**config.mk**
```make
export PLATFORM = sky130hd
export DESIGN_NAME = tmrs_merge
export DESIGN_NICKNAME = d
export VERILOG_FILES = /design/src/hw/rtl/tmrs_pkg.sv /design/src/hw/rtl/tmrs_merge.sv
export SDC_FILE = /design/constraint.sdc
export NUM_CORES = 1
export LEC_CHECK = 0
export ABC_AREA = 1
export BUFFER_PORTS_ARGS = -buffer_cell sky130_fd_sc_hd__buf_4
export CELL_PAD_IN_SITES_DETAIL_PLACEMENT = 1
export CELL_PAD_IN_SITES_GLOBAL_PLACEMENT = 2
export CORE_AREA = 2 2 164 166
export DETAILED_ROUTE_END_ITERATION = 6
export DIE_AREA = 0 0 166 168
export GPL_TIMING_DRIVEN = 0
export PLACE_DENSITY_LB_ADDON = 0.25
export REMOVE_ABC_BUFFERS = 1
export SLEW_MARGIN = 20
export SYNTH_ARGS = -nofsm -noshare
export SYNTH_HDL_FRONTEND = slang
export SYNTH_SLANG_ARGS = --single-unit
```
**constraint.sdc**
```tcl
create_clock -name vclk -period 5.7
set_clock_uncertainty 0.1 [all_clocks]
set_input_delay 0.855 -clock vclk [all_inputs]
set_output_delay 0.855 -clock vclk [all_outputs]
set_load 0.005 [all_outputs]
```
**src/hw/rtl/tmrs_pkg.sv**
```systemverilog
// package for the thread-masked register scoreboard
// types, kind codes, state codes and sizes for the scoreboard modules
// no dependencies
`timescale 1ns / 1ps

package tmrs_pkg;

  localparam int WARPS     = 32;
  localparam int REGS      = 64;
  localparam int WARP_SIZE = 32;
  localparam int SLOTS     = 6;

  localparam int WARP_W  = 5;
  localparam int REG_W   = 6;
  localparam int ADDR_W  = WARP_W + REG_W;
  localparam int DEPTH   = 2 ** ADDR_W;
  localparam int ENTRY_W = 2 * WARP_SIZE;
  localparam int CNT_W   = 6;
  localparam int SLOT_W  = $clog2(SLOTS);

  typedef enum logic [1:0] {
    KIND_RESERVE = 2'd0,
    KIND_RELEASE = 2'd1,
    KIND_CHECK   = 2'd2,
    KIND_NOP     = 2'd3
  } kind_t;

  typedef enum logic [1:0] {
    ST_CLEAR,
    ST_IDLE,
    ST_EVAL,
    ST_WRITE
  } state_t;

  typedef struct packed {
    logic [WARP_SIZE-1:0] busy_new;
    logic [WARP_SIZE-1:0] long_new;
    logic                 dbl;
    logic                 hit;
    logic                 inc;
    logic                 dec;
  } lane_res_t;

  typedef struct packed {
    logic             dbl;
    logic             hit;
    logic [CNT_W-1:0] count_new;
  } merge_res_t;

endpackage

```
**src/hw/rtl/tmrs_merge.sv**
```systemverilog
// merging stage: combines lane flags and busy count changes
// depends on tmrs_pkg
`timescale 1ns / 1ps

module tmrs_merge
  import tmrs_pkg::*;
(
  input  lane_res_t        res [SLOTS],
  input  logic [CNT_W-1:0] count_old,
  output merge_res_t       merged
);

  always_comb begin
    merged           = '0;
    merged.count_new = count_old;
    for (int i = 0; i < SLOTS; i++) begin
      merged.dbl       = merged.dbl | res[i].dbl;
      merged.hit       = merged.hit | res[i].hit;
      merged.count_new = merged.count_new + CNT_W'(res[i].inc) - CNT_W'(res[i].dec);
    end
  end

endmodule

```
==> results.tsv <==
metric	value	unit
most instantiated cells after synthesis	30 x inv_1, 13 x nand2_1, 10 x fa_1, 9 x nor2_1, 8 x nand3_1	
Placed Instances	458	
sequential area share after synthesis	0	
synth unique cells	10	
sequential cell count	0	
antenna viol nets, final	0	
hpwl dp	2400	µm
final setup fails	0	
Max-slew headroom	0.889	
post-route insts no fill	459	
Top Ports	422	
placement row count	60	
WP data arrival	4.13	ns
clkbuf count	0	
die area	27900	µm²
RSZ-0062 raised after global routing	false	
RD Place Congestion	0.607	
Worst-Margin Slew	0.166	ns
CP Launch Type	input pin	
Pwr per Cell Area	153	nW/µm²
number of global-route vias before repair	726	
WL final	2380	µm
Max Cap Viol	0	
Hold Path Class	input pin to output pin	
status	complete, no violations	
top post-synthesis cells by area	fa_1 38%, inv_1 22%, ha_1 12%	
drt first-iter violations	9	
CTS resizes	0	
YS warnings	0	
Yosys top cell area share	0.385	
Remaining DRCs	0	
Post-Syn Instances	79	
Die Y	168	µm
peak supply drop	20.3	µV
Reg area	0	µm²
mean instance size in the synthesized netlist	6.59	µm²
number of hold buffers added after cts	0	
total track usage	0.0166	
fmax	197	MHz
drt first pass iters	2	
fin util	0.0469	
grt total ovfl	0	
Req. time, crit path	4.74	ns
crit path time final	5.09	ns
# Post-CTS Setup Buffers	0	
Final Hold Fails	0	
area leader, netlist	fa_1	
fin crit share	0.892	
final net count	548	
area grow syn2layout	137	%
critical path type	input pin to output pin	
fraction of layout cells with a size suffix above 1	0.333	
Via density	1.32	
wire length per cell	5.19	µm
most common cell in the netlist	inv_1	
die width	166	µm
largest net degree at the start of global routing	5	
pre-CTS WS	0.488	ns
setup_tns	0	ns
Post-Synthesis Cell Area	520	µm²
antenna violations before repair	1	
vias after detailed routing	606	
port buffer count	38	
max-slew violations	0	
core box area	26400	µm²
critical-path maximum fanout	3	
LEAKAGE	0.522	nW
global-route wire length before repair	3600	µm
crit end category	output pin	
fin worst setup slack	0.613	ns
hold_ws	1.87	ns
Starting Density	0.0198	
-- critical path: stages --
cell and delay [ns]:
buf_4 0.08, inv_1 0.05, fa_1 0.53, inv_1 0.05, fa_1 0.48, fa_1 0.43, fa_1 0.46, inv_1 0.07
ha_1 0.19, inv_1 0.06, fa_1 0.42, o21ai_1 0.19, nand3_1 0.09, nand2_1 0.06, buf_4 0.11
-- power by group --
group	switching [W]	leakage, nW	internal (W)	total (W)
combinational	0.0000919	0.522	0.0000969	0.000189
sequential	0	0	0	0
clock	0	0.00000634	0.0000000000235	0.0000000000235
total	0.0000919	0.522	0.0000969	0.000189
-- cells by family (layout without fill, tap and decap cells) --
logic type	Yosys count	count (layout)	share of synthesized area
compound gates	2	2	0.0192
xor+xnor	1	1	0.0168
fa+ha+maj	15	15	0.505
buf+inv	31	69	0.224
other cells	0	1	0
simple gates	30	30	0.236
-- cells in the final DEF (no fill, tap or decap), drive strengths merged --
master  instances
nor2            9
fa             10
diode           1
inv            31
buf            38
a21oi           1
nand3           8
o21ai           1
xnor2           1
nand2          13
ha              5
-- final cells by class --
type	count	area, µm²
well taps	341	427
repair buffers	38	285
diodes	1	2.50
fillers	3147	25100
inverters	31	116
multi-input cells	48	404
-- final timing paths --
check	depth (start not counted)	to	from	slack, ns
worst min-delay path	4	merged[7]	res[343]	1.87
worst max-delay path	15	merged[5]	res[0]	0.61
-- metrics by stage --
stage               power [W]  instance area, µm²
floorplan           0.0000948                 520
global placement     0.000205                1230
detailed placement   0.000204                1230
CTS                  0.000205                1230
global route         0.000223                1230
finish               0.000189                1230
-- layer usage --
| metal | GRT usage | wire, µm |
|---|---|---|
| met5 | 0 | 0 |
| met4 | 0 | 0 |
| met3 | 0.00823 | 277 |
| met2 | 0.0350 | 1360 |
| met1 | 0.0148 | 743 |
Note: power is estimated with default switching activity, not from simulation.
