<file path="src/hw/rtl/tmrs_ram.sv">
// generic single-write, single-read ram with registered read data
// no dependencies
`timescale 1ns / 1ps

module tmrs_ram #(
  parameter int WIDTH = 8,
  parameter int DEPTH = 16
) (
  input  logic                     clk,
  input  logic                     we,
  input  logic [$clog2(DEPTH)-1:0] waddr,
  input  logic [WIDTH-1:0]         wdata,
  input  logic                     re,
  input  logic [$clog2(DEPTH)-1:0] raddr,
  output logic [WIDTH-1:0]         rdata
);

  logic [WIDTH-1:0] mem [DEPTH];

  always_ff @(posedge clk) begin
    if (we) begin
      mem[waddr] <= wdata;
    end
    if (re) begin
      rdata <= mem[raddr];
    end
  end

endmodule

</file>
<file path="config.mk">
export PLATFORM = sky130hd
export DESIGN_NAME = tmrs_ram
export DESIGN_NICKNAME = d
export VERILOG_FILES = /design/src/hw/rtl/tmrs_ram.sv
export SDC_FILE = /design/constraint.sdc
export NUM_CORES = 1
export LEC_CHECK = 0
export ABC_AREA = 1
export BUFFER_PORTS_ARGS = -buffer_cell sky130_fd_sc_hd__buf_2
export CELL_PAD_IN_SITES_DETAIL_PLACEMENT = 1
export CELL_PAD_IN_SITES_GLOBAL_PLACEMENT = 2
export CORE_ASPECT_RATIO = 1.25
export CORE_MARGIN = 3
export CORE_UTILIZATION = 37
export CTS_CLUSTER_SIZE = 40
export DETAILED_ROUTE_END_ITERATION = 12
export PLACE_DENSITY = 0.78
export RECOVER_POWER = 100
export SLEW_MARGIN = 30
export SYNTH_ARGS = -nofsm -noshare
export SYNTH_HDL_FRONTEND = slang
export SYNTH_SLANG_ARGS = --single-unit
</file>
<file path="constraint.sdc">
create_clock -name clk -period 1.19 [get_ports clk]
set_clock_uncertainty 0.05 [all_clocks]
set_input_delay 0.119 -clock clk [delete_from_list [all_inputs] [get_ports clk]]
set_output_delay 0.119 -clock clk [all_outputs]
set_load 0.01 [all_outputs]
</file>
==> results.py <==
metrics = {
    "logic_synthesis": {
        "synth_common_cells": "173 x nand2_1, 136 x edfxtp_1, 100 x inv_1",
        "ys_seq_area_frac": 0.6985,
        "synth_area_um2": 5847,
        "synth_most_common_cell": "nand2_1",
        "yosys.area.top_type": "edfxtp_1",
        "synthTopCellsByArea": "edfxtp_1 70%, nand2_1 11%, nand3_1 8.3%",
        "synth_area_per_cell_um2": 10.61,
        "postSynthCellCount": 551,
        "ys.warnings.count": 0,
        "synthFlopType": "edfxtp_1",
        "synth_cell_types": 11,
        "async_reset_ff_frac": 0,
        "synth-edff-count": 136,
        "synth_top_area_frac": 0.6985,
        "synth_seq_cells": 136,
        "synth_nets": 570,
    },
    "pwr": {
        "power_density_nw_per_um2": 1574,
        "power.leakage_nw": 3.006,
        "irDropWorstVdd_uv": 893.6,
    },
    "placement": {
        "port_buffers": 26,
        "placedCellCount": 794,
        "dpl_cell_area_um2": 6444,
        "gp_congestion": 0.7671,
        "hpwlAfterDp_mm": 9.967,
    },
    "floorplan": {
        "boundaryPins": 27,
        "die_x_um": 118.4,
        "start_util": 0.3846,
        "dieArea_um2": 17360,
        "die_y_um": 146.5,
        "core_um2": 15200,
        "row_count": 50,
    },
    "detailed_routing": {
        "routed_via_density": 4.845,
        "postRouteAntennaNets": 0,
        "drt-pass1-iter-count": 4,
        "dr.first_iter.drc_count": 230,
        "wl_per_cell_um": 18.84,
        "drc": 0,
        "via_count": 4002,
        "drt_wl_total_mm": 15.56,
    },
    "worst_setup_path": {
        "crit_slowest_cell": "edfxtp_1",
        "cp-end-kind": "flip-flop",
        "crit_type": "reg2reg",
        "cp.arrival_ns": 1.28,
        "max_stage_delay_ns": 0.37,
        "r2r_slack_ns": 0.03,
        "critPathLaunchType": "flip-flop",
        "cp_cell_sequence": "inv_1 > nand2_1 > nand3_1 > nand3_1 > nand3_2 > nand2_1",
        "r2r-end": "rdata[3]$_DFFE_PP_",
        "reg2reg_from": "mem[13][3]$_DFFE_PP_",
        "rr_worst_depth": 6,
        "crit_fanout": 1,
        "worstPathRequired_ns": 1.31,
    },
    "clocking": {
        "insertion_delay_ns": 0.42,
        "clk_pin_slew_ns": 0.06,
        "clkSinkCount": 136,
        "cts_tree": "built",
        "htreeDepth": 4,
        "cts_setup_buffers": 0,
        "cts_buffers": 17,
        "cts_root_buf": "clkbuf_16",
        "clock_path_buffers": 2,
    },
    "global_routing": {
        "grt_pass1_vias": 4131,
        "grt_max_degree": 33,
        "grt.overflow.total": 0,
        "met2_usage": 0.3182,
        "grt_pass1_wl_mm": 23.79,
        "grt_use_met3": 0.03603,
        "grt.busiest_layer": "met2",
        "grt_usage": 0.1837,
        "gr-usage-met1": 0.2323,
        "antenna_found_initial": 0,
    },
    "min_path": {
        "hold_start": "raddr[3]",
        "hp-class": "in2reg",
        "whs_path_depth": 4,
        "hold_end": "rdata[4]$_DFFE_PP_",
    },
    "finish": {
        "nNetsFinal": 625,
        "n_antenna_cell": 0,
        "final_area_um2": 7141,
        "final_util": 0.4697,
        "stdcell_count": 826,
        "drive_above_1_share": 0.1731,
        "area_growth_pct": 22.13,
    },
    "timing": {
        "relSlewSlack": 0.3328,
        "setup_viol": 0,
        "min_period_ns": 1.159,
        "max_freq_mhz": 862.6,
        "tns_ns": 0,
        "drv_slew": 0,
        "fin_crit_sh": 0.9742,
        "final_hold_viol_count": 0,
        "tightest_slew_ns": 1.001,
        "rsz0062_at_grt": "yes",
        "timing.hold.ws_ns": 0.1843,
    },
    "job": {
        "maxCapViolCount": 0,
    },
    "run_status": {
        "status": "complete, no violations",
    },
}
[sequential cells by signal (all words and copies together), names as in the netlist]
name	count
rdata	8
mem	128
[cells by family after synthesis]
group,synth area share
buffers and inverters,0.09394
and+or+nand+nor,0.2076
DFF,0.6985
[timing repair]
action,4_1_cts,5_1_grt
gates resized for setup,5,37
endpoints found under the hold margin,4,0
hold buffers,1,0
endpoints found under the setup margin,5,8
pin swaps,1,14
[where the power goes]
group	total [mW]	internal, mW	switching, mW
Sequential	5.43	5.40	0.0304
Combinational	0.814	0.262	0.552
Clock	4.99	3.04	1.95
[worst max path at each step]
stage                                     from             endpoint  slack [ns]  cells past startpoint
after detailed placement              raddr[0]   rdata[0]$_DFFE_PP_       -0.20                      8
after CTS                  mem[6][3]$_DFFE_PP_   rdata[3]$_DFFE_PP_     0.00005                      6
after global placement                raddr[0]   rdata[2]$_DFFE_PP_       -0.17                      8
after floorplan                       waddr[3]  mem[4][0]$_DFFE_PP_        0.07                      2
after global routing       mem[5][2]$_DFFE_PP_   rdata[2]$_DFFE_PP_       -0.02                      6
final                     mem[13][3]$_DFFE_PP_   rdata[3]$_DFFE_PP_        0.03                      6
[layout by cell type, fill, tap and decap left out, types with 7 or more instances in the layout]
cell	count
nor2_1	17
nand3_2	38
buf_2	8
buf_4	7
clkbuf_2	11
buf_12	10
nand3_1	59
nand2_1	170
clkbuf_16	17
clkbuf_1	23
edfxtp_1	136
inv_1	99
[through the flow]
| stage | worst slack [ns] | power, mW |
|---|---|---|
| after global routing | -0.01893 | 11.61 |
| after detailed placement | -0.2008 | 6.300 |
| after floorplan | 0.07016 | 5.911 |
| after CTS | 0.00004663 | 11.29 |
| after global placement | -0.1737 | 6.274 |
| final | 0.03072 | 11.24 |
[area by class of cell]
cell class	count	area [um2]
Fill cell	1661	8061
Timing Repair Buffer	60	444.2
Multi-Input combinational cell	289	1411
Clock buffer	17	425.4
Inverter	102	382.9
Clock inverter	14	132.6
Sequential cell	136	4084
Tap cell	208	260.3
[metal layers]
layer / vias to the layer above / share of wire
li1: 1896 / -
met1: 2010 / 0.41
met2: 80 / 0.53
met3: 16 / 0.046
met4: 0 / 0.015
met5: - / 0
[critical path, delay by kind of cell, from the launching register on]
family                 cells  cell delay [ns]
buffers and inverters      1             0.06
DFF                        1             0.37
and+or+nand+nor            5             0.43
(Power assumes the default switching activity.)
