File: src/hw/rtl/tmrs_pkg.sv
// package for the thread-masked register scoreboard
// types, kind codes, state codes and sizes for the scoreboard modules
// no dependencies
`timescale 1ns / 1ps

package tmrs_pkg;

  localparam int WARPS     = 32;
  localparam int REGS      = 64;
  localparam int WARP_SIZE = 32;
  localparam int SLOTS     = 6;

  localparam int WARP_W  = 5;
  localparam int REG_W   = 6;
  localparam int ADDR_W  = WARP_W + REG_W;
  localparam int DEPTH   = 2 ** ADDR_W;
  localparam int ENTRY_W = 2 * WARP_SIZE;
  localparam int CNT_W   = 6;
  localparam int SLOT_W  = $clog2(SLOTS);

  typedef enum logic [1:0] {
    KIND_RESERVE = 2'd0,
    KIND_RELEASE = 2'd1,
    KIND_CHECK   = 2'd2,
    KIND_NOP     = 2'd3
  } kind_t;

  typedef enum logic [1:0] {
    ST_CLEAR,
    ST_IDLE,
    ST_EVAL,
    ST_WRITE
  } state_t;

  typedef struct packed {
    logic [WARP_SIZE-1:0] busy_new;
    logic [WARP_SIZE-1:0] long_new;
    logic                 dbl;
    logic                 hit;
    logic                 inc;
    logic                 dec;
  } lane_res_t;

  typedef struct packed {
    logic             dbl;
    logic             hit;
    logic [CNT_W-1:0] count_new;
  } merge_res_t;

endpackage

File: src/hw/rtl/tmrs_lane.sv
// one scoreboard lane: new busy and long-op masks for one register slot
// depends on tmrs_pkg
`timescale 1ns / 1ps

module tmrs_lane
  import tmrs_pkg::*;
(
  input  kind_t                kind,
  input  logic [WARP_SIZE-1:0] mask,
  input  logic                 long_load,
  input  logic                 active,
  input  logic                 first,
  input  logic [ENTRY_W-1:0]   rdata,
  output lane_res_t            res
);

  logic [WARP_SIZE-1:0] old_busy;
  logic [WARP_SIZE-1:0] old_long;

  assign old_busy = rdata[WARP_SIZE-1:0];
  assign old_long = rdata[ENTRY_W-1:WARP_SIZE];

  always_comb begin
    res          = '0;
    res.busy_new = old_busy;
    res.long_new = old_long;
    unique case (kind)
      KIND_RESERVE: begin
        res.busy_new = old_busy | mask;
        res.long_new = long_load ? (old_long | mask) : old_long;
        // a repeated register already carries this item's mask
        res.dbl      = active && (first ? ((old_busy & mask) != '0) : (mask != '0));
        res.inc      = active && first && (old_busy == '0) && (mask != '0);
      end
      KIND_RELEASE: begin
        res.busy_new = old_busy & ~mask;
        res.long_new = old_long & ~mask;
        res.dec      = active && first && (old_busy != '0) && ((old_busy & ~mask) == '0);
      end
      KIND_CHECK: begin
        res.hit = active && ((old_busy & mask) != '0);
      end
      default: begin
      end
    endcase
  end

endmodule

File: config.mk
export PLATFORM = sky130hd
export DESIGN_NAME = tmrs_lane
export DESIGN_NICKNAME = d
export VERILOG_FILES = /design/src/hw/rtl/tmrs_pkg.sv /design/src/hw/rtl/tmrs_lane.sv
export SDC_FILE = /design/constraint.sdc
export NUM_CORES = 1
export LEC_CHECK = 0
export ABC_AREA = 1
export ABC_CLOCK_PERIOD_IN_PS = 1000
export BUFFER_PORTS_ARGS = -buffer_cell sky130_fd_sc_hd__buf_4
export CORE_ASPECT_RATIO = 1.1
export CORE_UTILIZATION = 39
export DETAILED_ROUTE_END_ITERATION = 16
export PLACE_DENSITY = 0.86
export SLEW_MARGIN = 25
export SYNTH_ARGS = -nofsm -noshare
export SYNTH_HDL_FRONTEND = slang
export SYNTH_SLANG_ARGS = --single-unit
File: constraint.sdc
create_clock -name vclk -period 1
set_input_delay 0.2 -clock vclk [all_inputs]
set_output_delay 0.2 -clock vclk [all_outputs]
set_load 0.02 [all_outputs]
==> qor.csv, run 1 <==
metric,value,unit
status,aborted with a tool error,
Exit stage,clock tree synthesis,
Error,"[ERROR DPL-0038] Utilization greater than 100%, impossible to legalize",
Synth area leader,o21ai_0,
Ys Warns,0,
Synth top area share,0.239,
Area after DPL,3830,sq um
RePlAce Congestion,0.906,
# port buffers,169,
dpl hpwl,7630,um
synthesized netlist cell count,404,
post-CTS setup buffer count,1,
Unique masters post-synth,18,
initial core utilization,0.410,
Placement Rows,25,
hold_buf cts,0,
sequential share of the synthesized area,0,
DP Worst Slack,-0.412,ns
Horiz. Die Dim,66.4,um
Post-Syn Nets,505,
IO Pins,169,
syn avg cell area,4.41,sq um
post-CTS resize count,168,
mapped cell area,1780,sq um
Synth area leaders,"o21ai_0 (24%), nand2_1 (23%), o21ai_1 (13%), nor2_1 (12%), a21oi_1 (9.0%)",
die height,72.9,um
-- Yosys cell counts --
| cell | n |
|---|---|
| inv_2 | 23 |
| clkbuf_1 | 3 |
| o21ai_1 | 45 |
| buf_2 | 10 |
| nand3_1 | 2 |
| nor3_4 | 1 |
| nor2_2 | 2 |
| nand2_1 | 110 |
| a21oi_1 | 32 |
| clkbuf_2 | 2 |
| nand2_2 | 2 |
| nor3_1 | 3 |
| buf_4 | 1 |
| inv_1 | 19 |
| o21ai_0 | 85 |
| nand4_1 | 5 |
| and2_1 | 1 |
| nor2_1 | 58 |
-- logic make-up after synthesis --
group	after synthesis	share of synthesized area
AOI/OAI and AO/OA	162	0.455
buffers and inverters	58	0.133
and+or+nand+nor	184	0.412
-- stage by stage --
stage	std cells	hold slack (ns)
after floorplan	404	0.516
after global placement	662	0.703
after detailed placement	662	0.706
==> run 2: changes to the inputs <==
Settings changed: CORE_ASPECT_RATIO 1.1 to default, CORE_UTILIZATION 39 to 25, PLACE_DENSITY 0.86 to default, PLACE_DENSITY_LB_ADDON from default to 0.15.
==> qor.csv, run 2 <==
metric,value,unit,change
Synth area leader,o21ai_0,,unchanged
CP arrival,1.14,ns,
TritonRoute pass-1 iters,4,,
most frequent cells in the layout,"buf_4 (115), buf_6 (90), nand2_1 (63)",,
GR Layer Usage met2,0.481,,
CP peak stage delay,0.13,ns,
Placement Rows,30,,was 25
CLK BUF,0,,
Synth area leaders,"o21ai_0 (24%), nand2_1 (23%), o21ai_1 (13%), nor2_1 (12%), a21oi_1 (9.0%)",,unchanged
Final ANT Viol Nets,0,,
RePlAce Congestion,0.793,,was 0.906
minimum clock period,1.34,ns,
initial antenna violation count,0,,
RSZ-0062 raised after global routing,yes,,
mapped cell area,1780,sq um,unchanged
Vias per Instance,5.19,,
GRT met3 Usage,0.0190,,
Power Density,537,nW/um^2,
Synth top cells by count,"nand2_1 (110), o21ai_0 (85), nor2_1 (58), o21ai_1 (45), a21oi_1 (32)",,unchanged
peak supply drop,0.000240,V,
share of cells above drive strength 1,0.685,,
Final Worst Setup Slack,-0.340,ns,
Overflow after GRT,0,,
M1 GR Usage,0.325,,
Final Hold Fails,0,,
final-stage net count,719,,
P&R area growth vs syn,183,%,
"commonest non-fill, non-tap cell in the layout",buf_4,,
Highest Clock Rate,747,MHz,
pin count of the biggest net entering global routing,33,,
synthesized netlist cell count,404,,unchanged
vias in the first global route,3375,,
failing checks,setup timing,,
CP most frequent cell,nand2_1,,
top-count cell post-synth,nand2_1,,unchanged
critical path type,in2out,,
fin crit share,1.34,,
Crit path required time,0.80,ns,
Unique masters post-synth,18,,unchanged
Horiz. Die Dim,86.4,um,was 66.4 um
max-slew violations,0,,
status,"complete, but fails checks",,was aborted with a tool error
CP max-delay cell,buf_4,,
Slew @ Worst Pin,0.332,ns,
Ys Warns,0,,unchanged
CP cell instances,buf_4 > nand2_1 > nand2_1 > nor2_1 > nand2_1 > nor2_2 > nand2_1 > nor2_2 > nor2_4 > buf_6,,
Min Hold Slack,0.688,ns,
Filler cells,541,,
leakage power,2.28,nW,
headroom to the max-slew limit,0.776,,
Area after DPL,3890,sq um,was 3830 sq um
FF+latch count,0,,
Seq. cell area,0,sq um,
# port buffers,169,,unchanged
Max Cap Violations,0,,
Routed WL,11200,um,
GRT Resource Usage Total,0.258,,
sequential share of the synthesized area,0,,unchanged
crit path max fanout,4,,
fin area,5050,sq um,
DP Worst Slack,-0.409,ns,was -0.412 ns
syn avg cell area,4.41,sq um,unchanged
diodes inserted,0,,
dpl hpwl,7500,um,was 7630 um
IO Pins,169,,unchanged
initial core utilization,0.261,,was 0.410
hold_buf cts,0,,unchanged
fin util,0.739,,
CP Capture Type,output port,,
core area,6830,sq um,
global-route wire length before repair,15600,um,
die height,86.4,um,was 72.9 um
gr busiest metal,met2,,
DRC violations left,0,,
Final setup violation count,68,,
Hold Path Class,in2out,,
crit path launch type,input port,,
footprint of the multi-input gates,2460,sq um,
per-cell routed wire length,15.8,um,
Final TNS setup,-16.76,ns,
DRT iter0 DRCs,227,,
DR vias,3692,,
Synth top area share,0.239,,unchanged
Post-Syn Nets,505,,unchanged
die footprint,7470,sq um,
-- run 2: cell counts after synthesis --
Identical to the previous run, type by type.
-- run 2: path summary, 6_finish.rpt --
check / from / endpoint / slack (ns) / cells past startpoint
max: rdata[8] / res[3] / -0.34 / 10
min: rdata[61] / res[33] / 0.69 / 4
-- run 2: power breakdown --
group	internal [mW]	switching (mW)
clock network	0	0
logic	1.31	1.40
registers	0	0
-- run 2: timing repair --
action                                  CTS  global route
setup buffers                             3             5
resized for setup                       137           158
endpoints found under the setup margin   68            68
pin swaps                                52            64
cloned                                    5             1
-- run 2: cell families (layout without fill, tap and decap cells) --
| group | Yosys count | count (layout) | synth area share |
|---|---|---|---|
| buffers and inverters | 58 | 270 | 0.133 |
| and+or+nand+nor | 184 | 184 | 0.412 |
| AOI/OAI and AO/OA | 162 | 162 | 0.455 |
-- run 2: final cells by class --
cell class / count / area share
inverter: 42 / 0.0342
multi-input combinational: 346 / 0.488
tap: 96 / 0.0238
timing repair buffer: 227 / 0.453
timing repair inverter: 1 / 0.00124
-- run 2: worst max-delay path: cells and delay by family --
family	cells	cell delay, ns
buffers and inverters	2	0.25
AND/OR/NAND/NOR	8	0.68
-- run 2: per-layer routing --
layer	share of wire	up-vias	routed length (um)
met3	0.064	39	714
met2	0.52	180	5870
met4	0.033	0	371
met5	0	-	0
met1	0.38	1687	4290
li1	-	1786	-
-- run 2: stage by stage --
step,cells,power [mW]
after CTS,709,2.39
after global placement,701,2.03
after global routing,712,2.86
final,712,2.71
after floorplan,404,1.01
after detailed placement,701,2.06
Power figures use the tool's default switching activity.
==> run 3: changes to the inputs <==
Settings changed: CORE_UTILIZATION 25 to 39.
==> qor.csv, run 3 <==
metric,value,unit,change
pin count of the biggest net entering global routing,40,,
mapped cell area,1780,sq um,unchanged
Error,"[ERROR DPL-0038] Utilization greater than 100%, impossible to legalize",,
Ys Warns,0,,unchanged
Placement Rows,24,,was 30
Synth top cells by count,"nand2_1 (110), o21ai_0 (85), nor2_1 (58), o21ai_1 (45), a21oi_1 (32)",,unchanged
dpl hpwl,7470,um,was 7500 um
Worst EP kind,output port,,
Synth top area share,0.239,,unchanged
Unique masters post-synth,18,,unchanged
Exit stage,global routing,,
hold_buf cts,0,,unchanged
initial core utilization,0.406,,was 0.261
Synth area leaders,"o21ai_0 (24%), nand2_1 (23%), o21ai_1 (13%), nor2_1 (12%), a21oi_1 (9.0%)",,unchanged
status,aborted with a tool error,,"was complete, but fails checks"
Horiz. Die Dim,69.6,um,was 86.4 um
Synth area leader,o21ai_0,,unchanged
post-GRT worst EP,res[1],,
RePlAce Congestion,0.911,,was 0.793
syn avg cell area,4.41,sq um,unchanged
DP Worst Slack,-0.461,ns,was -0.409 ns
sequential share of the synthesized area,0,,unchanged
Post-Syn Nets,505,,unchanged
die height,69.6,um,was 86.4 um
Cells after DPL,655,,was 701
synthesized netlist cell count,404,,unchanged
IO Pins,169,,unchanged
# port buffers,169,,unchanged
top-count cell post-synth,nand2_1,,unchanged
==> run 3: cell counts after synthesis <==
Identical to the previous run, type by type.
==> run 3: cell families after synthesis <==
| logic type | Yosys count | share of synthesized area |
|---|---|---|
| compound gates | 162 | 0.455 |
| buf+inv | 58 | 0.133 |
| simple gates | 184 | 0.412 |
==> run 3: repair_timing <==
item,in CTS
setup endpoints to repair,68
pin swaps,64
gates resized for setup,109
cloned,2
buffers inserted,3
==> run 3: through the flow <==
step                TNS [ns]  hold WS [ns]  instance area [sq um]
floorplan              -5.05         0.516                   2170
global placement      -19.60         0.701                   3810
detailed placement    -22.71         0.708                   3810
CTS                   -19.66         0.708                   4260
